### src/hw/rtl/trd_pkg.sv
`timescale 1ns / 1ps

package trd_pkg;

    // Dwell counter width and its saturation value
    localparam int DWELL_W = 20;
    localparam logic [DWELL_W-1:0] DWELL_MAX = {DWELL_W{1'b1}};

    // Control word decoding
    localparam logic [15:0] CW_OP_MASK    = 16'h008F;
    localparam logic [15:0] CW_OP_ENABLED = 16'h000F;
    localparam int          CW_REL_BIT    = 6;

    // Field widths
    localparam int ERR_W  = 31;
    localparam int WIN_W  = 31;
    localparam int TIME_W = 16;
    localparam int CFG_DATA_W = 31;
    localparam int CFG_IDX_W  = 2;

    // Configuration register indexes
    typedef enum logic [CFG_IDX_W-1:0] {
        CFG_LEGACY_MODE = 2'd0,
        CFG_POS_WINDOW  = 2'd1,
        CFG_WINDOW_TIME = 2'd2,
        CFG_NEAR_LEVEL  = 2'd3
    } t_cfg_idx;

    // Configuration as seen by the tracking logic; dwell threshold kept saturated
    typedef struct packed {
        logic               legacy_window_mode;
        logic [WIN_W-1:0]   position_window;
        logic [DWELL_W-1:0] dwell_thr;
        logic [WIN_W-1:0]   near_level;
    } t_cfg;

    // One input item
    typedef struct packed {
        logic [ERR_W-1:0]   position_error;
        logic signed [31:0] actual_position;
        logic signed [31:0] target_position;
        logic [15:0]        cmd_word;
        logic               start_edge;
        logic               alarm_active;
        logic               drive_enabled;
    } t_in_item;

    // One result item
    typedef struct packed {
        logic in_position;
        logic near;
    } t_out_item;

endpackage

### src/hw/rtl/trd_in_if.sv
`timescale 1ns / 1ps

interface trd_in_if;
    logic              valid;
    logic              ready;
    trd_pkg::t_in_item data;

    modport source (output valid, output data, input ready);
    modport sink   (input valid, input data, output ready);
endinterface

### src/hw/rtl/trd_out_if.sv
`timescale 1ns / 1ps

interface trd_out_if;
    logic               valid;
    logic               ready;
    trd_pkg::t_out_item data;

    modport source (output valid, output data, input ready);
    modport sink   (input valid, input data, output ready);
endinterface

### src/hw/rtl/trd_cfg_regs.sv
`timescale 1ns / 1ps

module trd_cfg_regs #(
    parameter int TICKS_PER_MS = 8
) (
    input  logic                               i_clk,
    input  logic                               i_rst_n,
    input  logic                               i_cfg_we,
    input  logic [trd_pkg::CFG_IDX_W-1:0]      i_cfg_idx,
    input  logic [trd_pkg::CFG_DATA_W-1:0]     i_cfg_data,
    output trd_pkg::t_cfg                      o_cfg
);

    // Product width of ticks times milliseconds, never below the counter width
    localparam int PROD_RAW_W = trd_pkg::TIME_W + $clog2(TICKS_PER_MS + 1);
    localparam int PROD_W = (PROD_RAW_W > trd_pkg::DWELL_W) ? PROD_RAW_W : trd_pkg::DWELL_W;

    trd_pkg::t_cfg     r_cfg;
    trd_pkg::t_cfg     n_cfg;
    logic [PROD_W-1:0] thr_full;

    // Dwell threshold in ticks, clipped to the counter range: a clipped threshold
    // is never exceeded, same as the full one
    assign thr_full = PROD_W'(TICKS_PER_MS) * PROD_W'(i_cfg_data[trd_pkg::TIME_W-1:0]);

    always_comb begin
        n_cfg = r_cfg;
        if (i_cfg_we) begin
            unique case (trd_pkg::t_cfg_idx'(i_cfg_idx))
                trd_pkg::CFG_LEGACY_MODE: n_cfg.legacy_window_mode = i_cfg_data[0];
                trd_pkg::CFG_POS_WINDOW:  n_cfg.position_window = i_cfg_data;
                trd_pkg::CFG_WINDOW_TIME: begin
                    if (thr_full > PROD_W'(trd_pkg::DWELL_MAX)) begin
                        n_cfg.dwell_thr = trd_pkg::DWELL_MAX;
                    end else begin
                        n_cfg.dwell_thr = thr_full[trd_pkg::DWELL_W-1:0];
                    end
                end
                trd_pkg::CFG_NEAR_LEVEL:  n_cfg.near_level = i_cfg_data;
                default: n_cfg = r_cfg;
            endcase
        end
    end

    always_ff @(posedge i_clk) begin
        if (!i_rst_n) begin
            r_cfg <= '0;
        end else begin
            r_cfg <= n_cfg;
        end
    end

    assign o_cfg = r_cfg;

endmodule

### src/hw/rtl/trd_track.sv
`timescale 1ns / 1ps

module trd_track #(
    parameter int POSITION_WIDTH = 32
) (
    input  logic               i_clk,
    input  logic               i_rst_n,
    input  logic               i_step,
    input  trd_pkg::t_in_item  i_item,
    input  trd_pkg::t_cfg      i_cfg,
    output trd_pkg::t_out_item o_result
);

    localparam int PW = POSITION_WIDTH;
    localparam int MW = (PW > trd_pkg::WIN_W) ? PW : trd_pkg::WIN_W;

    // State
    logic                        r_reached, n_reached;
    logic [trd_pkg::DWELL_W-1:0] r_dwell, n_dwell;
    logic signed [PW-1:0]        r_prev, n_prev;
    logic signed [PW-1:0]        r_start, n_start;
    logic signed [PW-1:0]        r_travel, n_travel;
    logic                        r_armed, n_armed;

    // Position path
    logic signed [PW-1:0]        actual_w, target_w, delta;
    logic signed [PW-1:0]        travel_base, start_pos, travel_new;
    logic signed [PW-1:0]        planned, remaining, half;
    logic [PW-1:0]               rem_mag;
    logic                        armed_base, op_en, rel_move, arm_hit;

    // Window and dwell
    logic                        do_dwell, in_win, out_win;
    logic [trd_pkg::DWELL_W-1:0] dwell_inc;
    logic                        near_hit;

    // Inputs sign-extended or truncated to the position width
    assign actual_w = PW'(i_item.actual_position);
    assign target_w = PW'(i_item.target_position);

    // Travel since move start; a start edge restarts the move first
    assign delta       = actual_w - r_prev;
    assign travel_base = i_item.start_edge ? '0 : r_travel;
    assign start_pos   = i_item.start_edge ? actual_w : r_start;
    assign armed_base  = i_item.start_edge ? 1'b0 : r_armed;
    assign op_en       = (i_item.cmd_word & trd_pkg::CW_OP_MASK) == trd_pkg::CW_OP_ENABLED;
    assign travel_new  = op_en ? travel_base + delta : travel_base;

    // Planned travel and distance left, relative or absolute move
    assign rel_move  = i_item.cmd_word[trd_pkg::CW_REL_BIT];
    assign planned   = rel_move ? target_w : target_w - start_pos;
    assign remaining = rel_move ? target_w - travel_new : target_w - actual_w;
    assign half      = planned >>> 1;
    assign arm_hit   = planned[PW-1] ? (travel_new < half) : (half < travel_new);
    assign rem_mag   = remaining[PW-1] ? PW'(-remaining) : PW'(remaining);

    // Window test per mode
    always_comb begin
        if (i_cfg.legacy_window_mode) begin
            do_dwell = 1'b1;
            in_win   = i_item.position_error < i_cfg.position_window;
            out_win  = i_item.position_error > i_cfg.position_window;
        end else begin
            do_dwell = armed_base;
            in_win   = MW'(rem_mag) <= MW'(i_cfg.position_window);
            out_win  = !in_win;
        end
    end

    assign dwell_inc = (r_dwell == trd_pkg::DWELL_MAX) ? r_dwell : r_dwell + 1'b1;
    assign near_hit  = (i_item.position_error <= i_cfg.near_level) && i_item.drive_enabled;

    // Next state
    always_comb begin
        n_reached = r_reached;
        n_dwell   = r_dwell;
        n_prev    = r_prev;
        n_start   = r_start;
        n_travel  = r_travel;
        n_armed   = r_armed;

        if (!i_cfg.legacy_window_mode) begin
            n_prev   = actual_w;
            n_start  = start_pos;
            n_travel = travel_new;
            n_armed  = armed_base;
            if (!armed_base) begin
                n_reached = 1'b0;
                n_armed   = arm_hit;
            end
        end

        // Dwell: count ticks inside, flag once past the threshold
        if (do_dwell) begin
            if (r_reached) begin
                n_dwell = '0;
                if (out_win) begin
                    n_reached = 1'b0;
                end
            end else if (in_win && !i_item.alarm_active) begin
                n_dwell = dwell_inc;
                if (dwell_inc > i_cfg.dwell_thr) begin
                    n_reached = 1'b1;
                end
            end else begin
                n_dwell = '0;
            end
        end

        // Drive off clears the detector, tracking carries on
        if (!i_item.drive_enabled) begin
            n_reached = 1'b0;
            n_dwell   = '0;
        end
    end

    always_ff @(posedge i_clk) begin
        if (!i_rst_n) begin
            r_reached <= 1'b0;
            r_dwell   <= '0;
            r_prev    <= '0;
            r_start   <= '0;
            r_travel  <= '0;
            r_armed   <= 1'b0;
        end else if (i_step) begin
            r_reached <= n_reached;
            r_dwell   <= n_dwell;
            r_prev    <= n_prev;
            r_start   <= n_start;
            r_travel  <= n_travel;
            r_armed   <= n_armed;
        end
    end

    assign o_result.in_position = n_reached;
    assign o_result.near        = near_hit;

endmodule

### src/hw/rtl/target_reached_detector.sv
`timescale 1ns / 1ps

// Servo in-position and near detector, one item per control tick.
// Input channel i_in_ch carries one tick: following error, actual and target
// position, control word, start edge, alarm and enable flags. Output channel
// o_res carries in_position and near for that tick, one result per item.
// Both channels use valid/ready; a transfer happens when both are high.
// Pipeline: the input register takes the item at the transfer, and the result
// register takes its result when stage 1 advances, which raises o_res.valid;
// the result transfer follows once o_res.ready is high.
// Throughput: one item per cycle unless stalled; the position adders, midpoint
// compare and dwell counter all settle between the input and result registers.
// Receiver stall: the result register holds, the input register holds one more
// item, then i_in_ch.ready drops until o_res is taken.
// Reset (i_rst_n low, synchronous): both channels empty, tracking and dwell
// state cleared, all configuration registers back to 0.
// Configuration: write i_cfg_data to register i_cfg_idx when i_cfg_we is high;
// write only while no item is in flight.
module target_reached_detector #(
    parameter int POSITION_WIDTH = 32,
    parameter int TICKS_PER_MS   = 8
) (
    input  logic                           i_clk,
    input  logic                           i_rst_n,
    trd_in_if.sink                         i_in_ch,
    trd_out_if.source                      o_res,
    input  logic                           i_cfg_we,
    input  logic [trd_pkg::CFG_IDX_W-1:0]  i_cfg_idx,
    input  logic [trd_pkg::CFG_DATA_W-1:0] i_cfg_data
);

    trd_pkg::t_cfg      cfg;
    trd_pkg::t_in_item  r_s1_item;
    logic               r_s1_valid;
    trd_pkg::t_out_item r_out_item;
    logic               r_out_valid;
    trd_pkg::t_out_item result;
    logic               s1_adv, in_xfer, step;

    trd_cfg_regs #(
        .TICKS_PER_MS (TICKS_PER_MS)
    ) u_cfg (
        .i_clk      (i_clk),
        .i_rst_n    (i_rst_n),
        .i_cfg_we   (i_cfg_we),
        .i_cfg_idx  (i_cfg_idx),
        .i_cfg_data (i_cfg_data),
        .o_cfg      (cfg)
    );

    trd_track #(
        .POSITION_WIDTH (POSITION_WIDTH)
    ) u_track (
        .i_clk    (i_clk),
        .i_rst_n  (i_rst_n),
        .i_step   (step),
        .i_item   (r_s1_item),
        .i_cfg    (cfg),
        .o_result (result)
    );

    // Handshake: result register free or being drained lets stage 1 move
    assign s1_adv          = !r_out_valid || o_res.ready;
    assign i_in_ch.ready   = !r_s1_valid || s1_adv;
    assign in_xfer         = i_in_ch.valid && i_in_ch.ready;
    assign step            = s1_adv && r_s1_valid;

    // Input register
    always_ff @(posedge i_clk) begin
        if (!i_rst_n) begin
            r_s1_valid <= 1'b0;
        end else if (in_xfer) begin
            r_s1_valid <= 1'b1;
        end else if (s1_adv) begin
            r_s1_valid <= 1'b0;
        end
    end

    always_ff @(posedge i_clk) begin
        if (in_xfer) begin
            r_s1_item <= i_in_ch.data;
        end
    end

    // Result register
    always_ff @(posedge i_clk) begin
        if (!i_rst_n) begin
            r_out_valid <= 1'b0;
        end else if (s1_adv) begin
            r_out_valid <= r_s1_valid;
        end
    end

    always_ff @(posedge i_clk) begin
        if (step) begin
            r_out_item <= result;
        end
    end

    assign o_res.valid = r_out_valid;
    assign o_res.data  = r_out_item;

endmodule

### src/flat_wrapper.sv
// flat-port wrapper written by rule: the top's interface ports become plain ports
module target_reached_detector_flat 
#(
    parameter int POSITION_WIDTH = 32,
    parameter int TICKS_PER_MS   = 8
)
  (i_clk, i_rst_n, i_cfg_we, i_cfg_idx, i_cfg_data, i_in_ch_valid, i_in_ch_data, i_in_ch_ready, o_res_valid, o_res_data, o_res_ready);
  trd_in_if i_in_ch_i ();
  trd_out_if o_res_i ();
  input  logic i_clk;
  input  logic i_rst_n;
  input  logic i_cfg_we;
  input  logic [trd_pkg::CFG_IDX_W-1:0] i_cfg_idx;
  input  logic [trd_pkg::CFG_DATA_W-1:0] i_cfg_data;
  input wire logic [$bits(i_in_ch_i.valid)-1:0] i_in_ch_valid;
  input wire logic [$bits(i_in_ch_i.data)-1:0] i_in_ch_data;
  output wire logic [$bits(i_in_ch_i.ready)-1:0] i_in_ch_ready;
  output wire logic [$bits(o_res_i.valid)-1:0] o_res_valid;
  output wire logic [$bits(o_res_i.data)-1:0] o_res_data;
  input wire logic [$bits(o_res_i.ready)-1:0] o_res_ready;
  assign i_in_ch_i.valid = i_in_ch_valid;
  assign i_in_ch_i.data = i_in_ch_data;
  assign i_in_ch_ready = i_in_ch_i.ready;
  assign o_res_valid = o_res_i.valid;
  assign o_res_data = o_res_i.data;
  assign o_res_i.ready = o_res_ready;
  target_reached_detector #(.POSITION_WIDTH(POSITION_WIDTH), .TICKS_PER_MS(TICKS_PER_MS)) u_core (.i_clk(i_clk), .i_rst_n(i_rst_n), .i_in_ch(i_in_ch_i), .o_res(o_res_i), .i_cfg_we(i_cfg_we), .i_cfg_idx(i_cfg_idx), .i_cfg_data(i_cfg_data));
endmodule
### config.mk
export PLATFORM = sky130hd
export DESIGN_NAME = target_reached_detector_flat
export DESIGN_NICKNAME = d
export VERILOG_FILES = /design/src/hw/rtl/trd_pkg.sv /design/src/hw/rtl/trd_in_if.sv /design/src/hw/rtl/trd_out_if.sv /design/src/hw/rtl/trd_cfg_regs.sv /design/src/hw/rtl/trd_track.sv /design/src/hw/rtl/target_reached_detector.sv /design/src/flat_wrapper.sv
export SDC_FILE = /design/constraint.sdc
export NUM_CORES = 1
export LEC_CHECK = 0
export BUFFER_PORTS_ARGS = -buffer_cell sky130_fd_sc_hd__clkbuf_2
export CORE_MARGIN = 3
export CORE_UTILIZATION = 50
export DETAILED_ROUTE_END_ITERATION = 16
export PLACE_DENSITY = 0.68
export SLEW_MARGIN = 5
export SYNTH_ARGS = -nofsm -noshare
export SYNTH_HDL_FRONTEND = slang
export SYNTH_HIERARCHICAL = 1
export SYNTH_SLANG_ARGS = --single-unit
### constraint.sdc
create_clock -name i_clk -period 12.3 [get_ports i_clk]
set_clock_uncertainty 0.15 [all_clocks]
set_input_delay 1.23 -clock i_clk [delete_from_list [all_inputs] [get_ports i_clk]]
set_output_delay 1.23 -clock i_clk [all_outputs]
set_load 0.02 [all_outputs]
==> qor.yml <==
layout:
  multiInputGateArea_um2: 13860
  seqCellArea_um2: 7167
  syn_to_final_growth_pct: 10.83
  mostFrequentLayoutCells: "336 x nand2_1, 240 x ha_1, 210 x inv_1"
  fin_nets: 3093
  layout_commonest_cell: "nand2_1"
  finish.utilization_pct: 56.65
  drive_gt1_share_pct: 9.822
  antenna_cells: 0
  fillers: 4014
  design_area_um2: 24670
hold_path:
  hold_class: "register to register"
  min_to: "u_core/u_cfg/o_cfg[63]$_SDFFE_PN0P_"
  hold_path_depth: 2
  hold_start: "u_core/u_cfg/o_cfg[63]$_SDFFE_PN0P_"
power:
  vdd_drop_max_v: 0.00009934
  power_leakage_nw: 10.59
  cellPowerDensity_nw_per_um2: 137.4
  power_mw: 3.390
sta:
  setup_violations: 0
  finalCritPeriodShare_pct: 90.02
  finalHoldViolations: 0
  totalNegativeSetupSlack_ns: 0
  finalMaxSlewViolations: 0
  max_freq_mhz: 90.31
  rsz0062_at_grt: "no"
  fin_ws_ns: 1.228
  slew_headroom_pct: 23.47
  tightest_slew_ns: 1.147
  fin_crit_ns: 11.07
grt:
  overflow: 0
  antenna_found_initial: 0
  track_usage_pct: 24.14
  grt_max_degree: 92
  grt_pass1_vias: 18090
  grt_pass1_wl_um: 92370
drt:
  ant_nets: 0
  num_vias: 18540
  routed_wl_um: 57790
  drtIter0Drc: 1274
  avgRoutedWirePerCell_um: 17.60
  via_per_inst: 5.647
  drc_errors: 0
  first_pass_iters: 5
worst_setup_path:
  worstSetupEndpointType: "register"
  crit_slowest_cell: "a2111oi_0"
  r2r_end: "u_core/u_track/r_dwell[18]$_SDFFE_PN0P_"
  slowest_delay_ns: 0.77
  critPathKind: "register to register"
  worstPathRequired_ns: 12.62
  r2r_start: "u_core/r_s1_item[2]$_DFFE_PP_"
  critical_path_buf_inv_count: 3
  worstSetupStartpointType: "register"
  cp_data_arrival_time_ns: 11.40
  crit_family: "compound AO/OA/AOI/OAI gates"
  path_max_fanout: 20
  worst-r2r-cell-count: 42
  rrSetupSlack_ns: 1.23
  crit_top_cell: "a21oi_1"
placed_design:
  place_congestion: 0.9535
  dp_slack_ns: 1.599
  dp_hpwl_um: 43660
  numPortBuffers: 145
  place_area_um2: 23390
floorplanning:
  die_area_um2: 47090
  start_util_pct: 51.11
  ios: 156
  core_um2: 43550
  die_h_um: 217
  die_w_um: 217
  placement_rows: 76
clock_network:
  cts.sinks: 305
  cts_resized: 0
  postCtsSetupBuffers: 0
  clk_latency_ns: 0.55
  cts_buffer_depth: 3
  cts_tree: "yes"
  path_clk_slew_ns: 0.06
  root_buffer: "clkbuf_16"
  cts_buffers: 38
  postCtsHoldBufs: 0
  cts.htree.levels: 2
flow_run:
  cap_violations: 0
yosys:
  synthCells: 2574
  avgSynthCellArea_um2: 8.648
  netlist_area_um2: 22260
  yosysWarnings: 6
outcome:
  status: "completed"
## registers in the layout (all words and copies together), names as in the netlist
register / cells
u_core/o_res.data: 2
u_core/o_res.valid: 1
u_core/r_s1_item: 104
u_core/r_s1_valid: 1
u_core/u_cfg/o_cfg: 79
u_core/u_track/r_armed: 1
u_core/u_track/r_dwell: 20
u_core/u_track/r_prev: 32
u_core/u_track/r_reached: 1
u_core/u_track/r_start: 32
u_core/u_track/r_travel: 32
## worst reg2reg max path, delay by kind of cell (launching register included)
kind	cells	cell delay [ns]
compound gates	20	4.35
xor+xnor	3	0.50
fa+ha+maj	4	1.61
buf+inv	3	0.60
flops	1	0.58
mux	1	0.15
simple gates	11	3.05
## where the power goes
group / internal (mW) / leakage (nW) / switching (mW) / total [mW]
sequential: 1.10 / 2.66 / 0.0416 / 1.14
clock: 0.685 / 0.630 / 0.444 / 1.13
combinational: 0.480 / 7.30 / 0.642 / 1.12
## stage by stage
step | instances | hold slack, ns
global placement | 3213 | 0.2919
CTS | 3283 | 0.3070
finish | 3283 | 0.3070
detailed placement | 3213 | 0.2975
floorplan | 2577 | 0.2847
global route | 3283 | 0.3201
## per-layer routing
layer | global-route usage, % | wire length (um) | vias up
met2 | 39.80 | 26670 | 487
met1 | 32.34 | 25850 | 8697
met4 | 8.654 | 1805 | 0
li1 | - | - | 9257
met3 | 3.616 | 3468 | 97
met5 | 0 | 0 | -
## worst max-delay path by stage
stage	start	endpoint	slack (ns)	cells after the start
2_1_floorplan	u_core/r_s1_item[2]$_DFFE_PP_	u_core/u_track/r_dwell[18]$_SDFFE_PN0P_	3.27	45
3_3_place_gp	u_core/r_s1_item[2]$_DFFE_PP_	u_core/u_track/r_dwell[18]$_SDFFE_PN0P_	1.73	43
3_5_place_dp	u_core/r_s1_item[2]$_DFFE_PP_	u_core/u_track/r_dwell[18]$_SDFFE_PN0P_	1.60	40
4_1_cts	u_core/r_s1_item[2]$_DFFE_PP_	u_core/u_track/r_dwell[18]$_SDFFE_PN0P_	1.50	40
5_1_grt	u_core/r_s1_item[2]$_DFFE_PP_	u_core/u_track/r_dwell[18]$_SDFFE_PN0P_	0.57	41
6_report	u_core/r_s1_item[2]$_DFFE_PP_	u_core/u_track/r_dwell[18]$_SDFFE_PN0P_	1.23	42
## area by class of cell
cell class	count	share of cell area, %
clock buffers	52	4.539
clock inverters	18	0.6542
inverters	211	3.215
multi-input cells	1952	56.17
flip-flops and latches	305	29.05
well taps	585	2.967
repair buffers	160	3.408
Power figures use the tool's default switching activity.
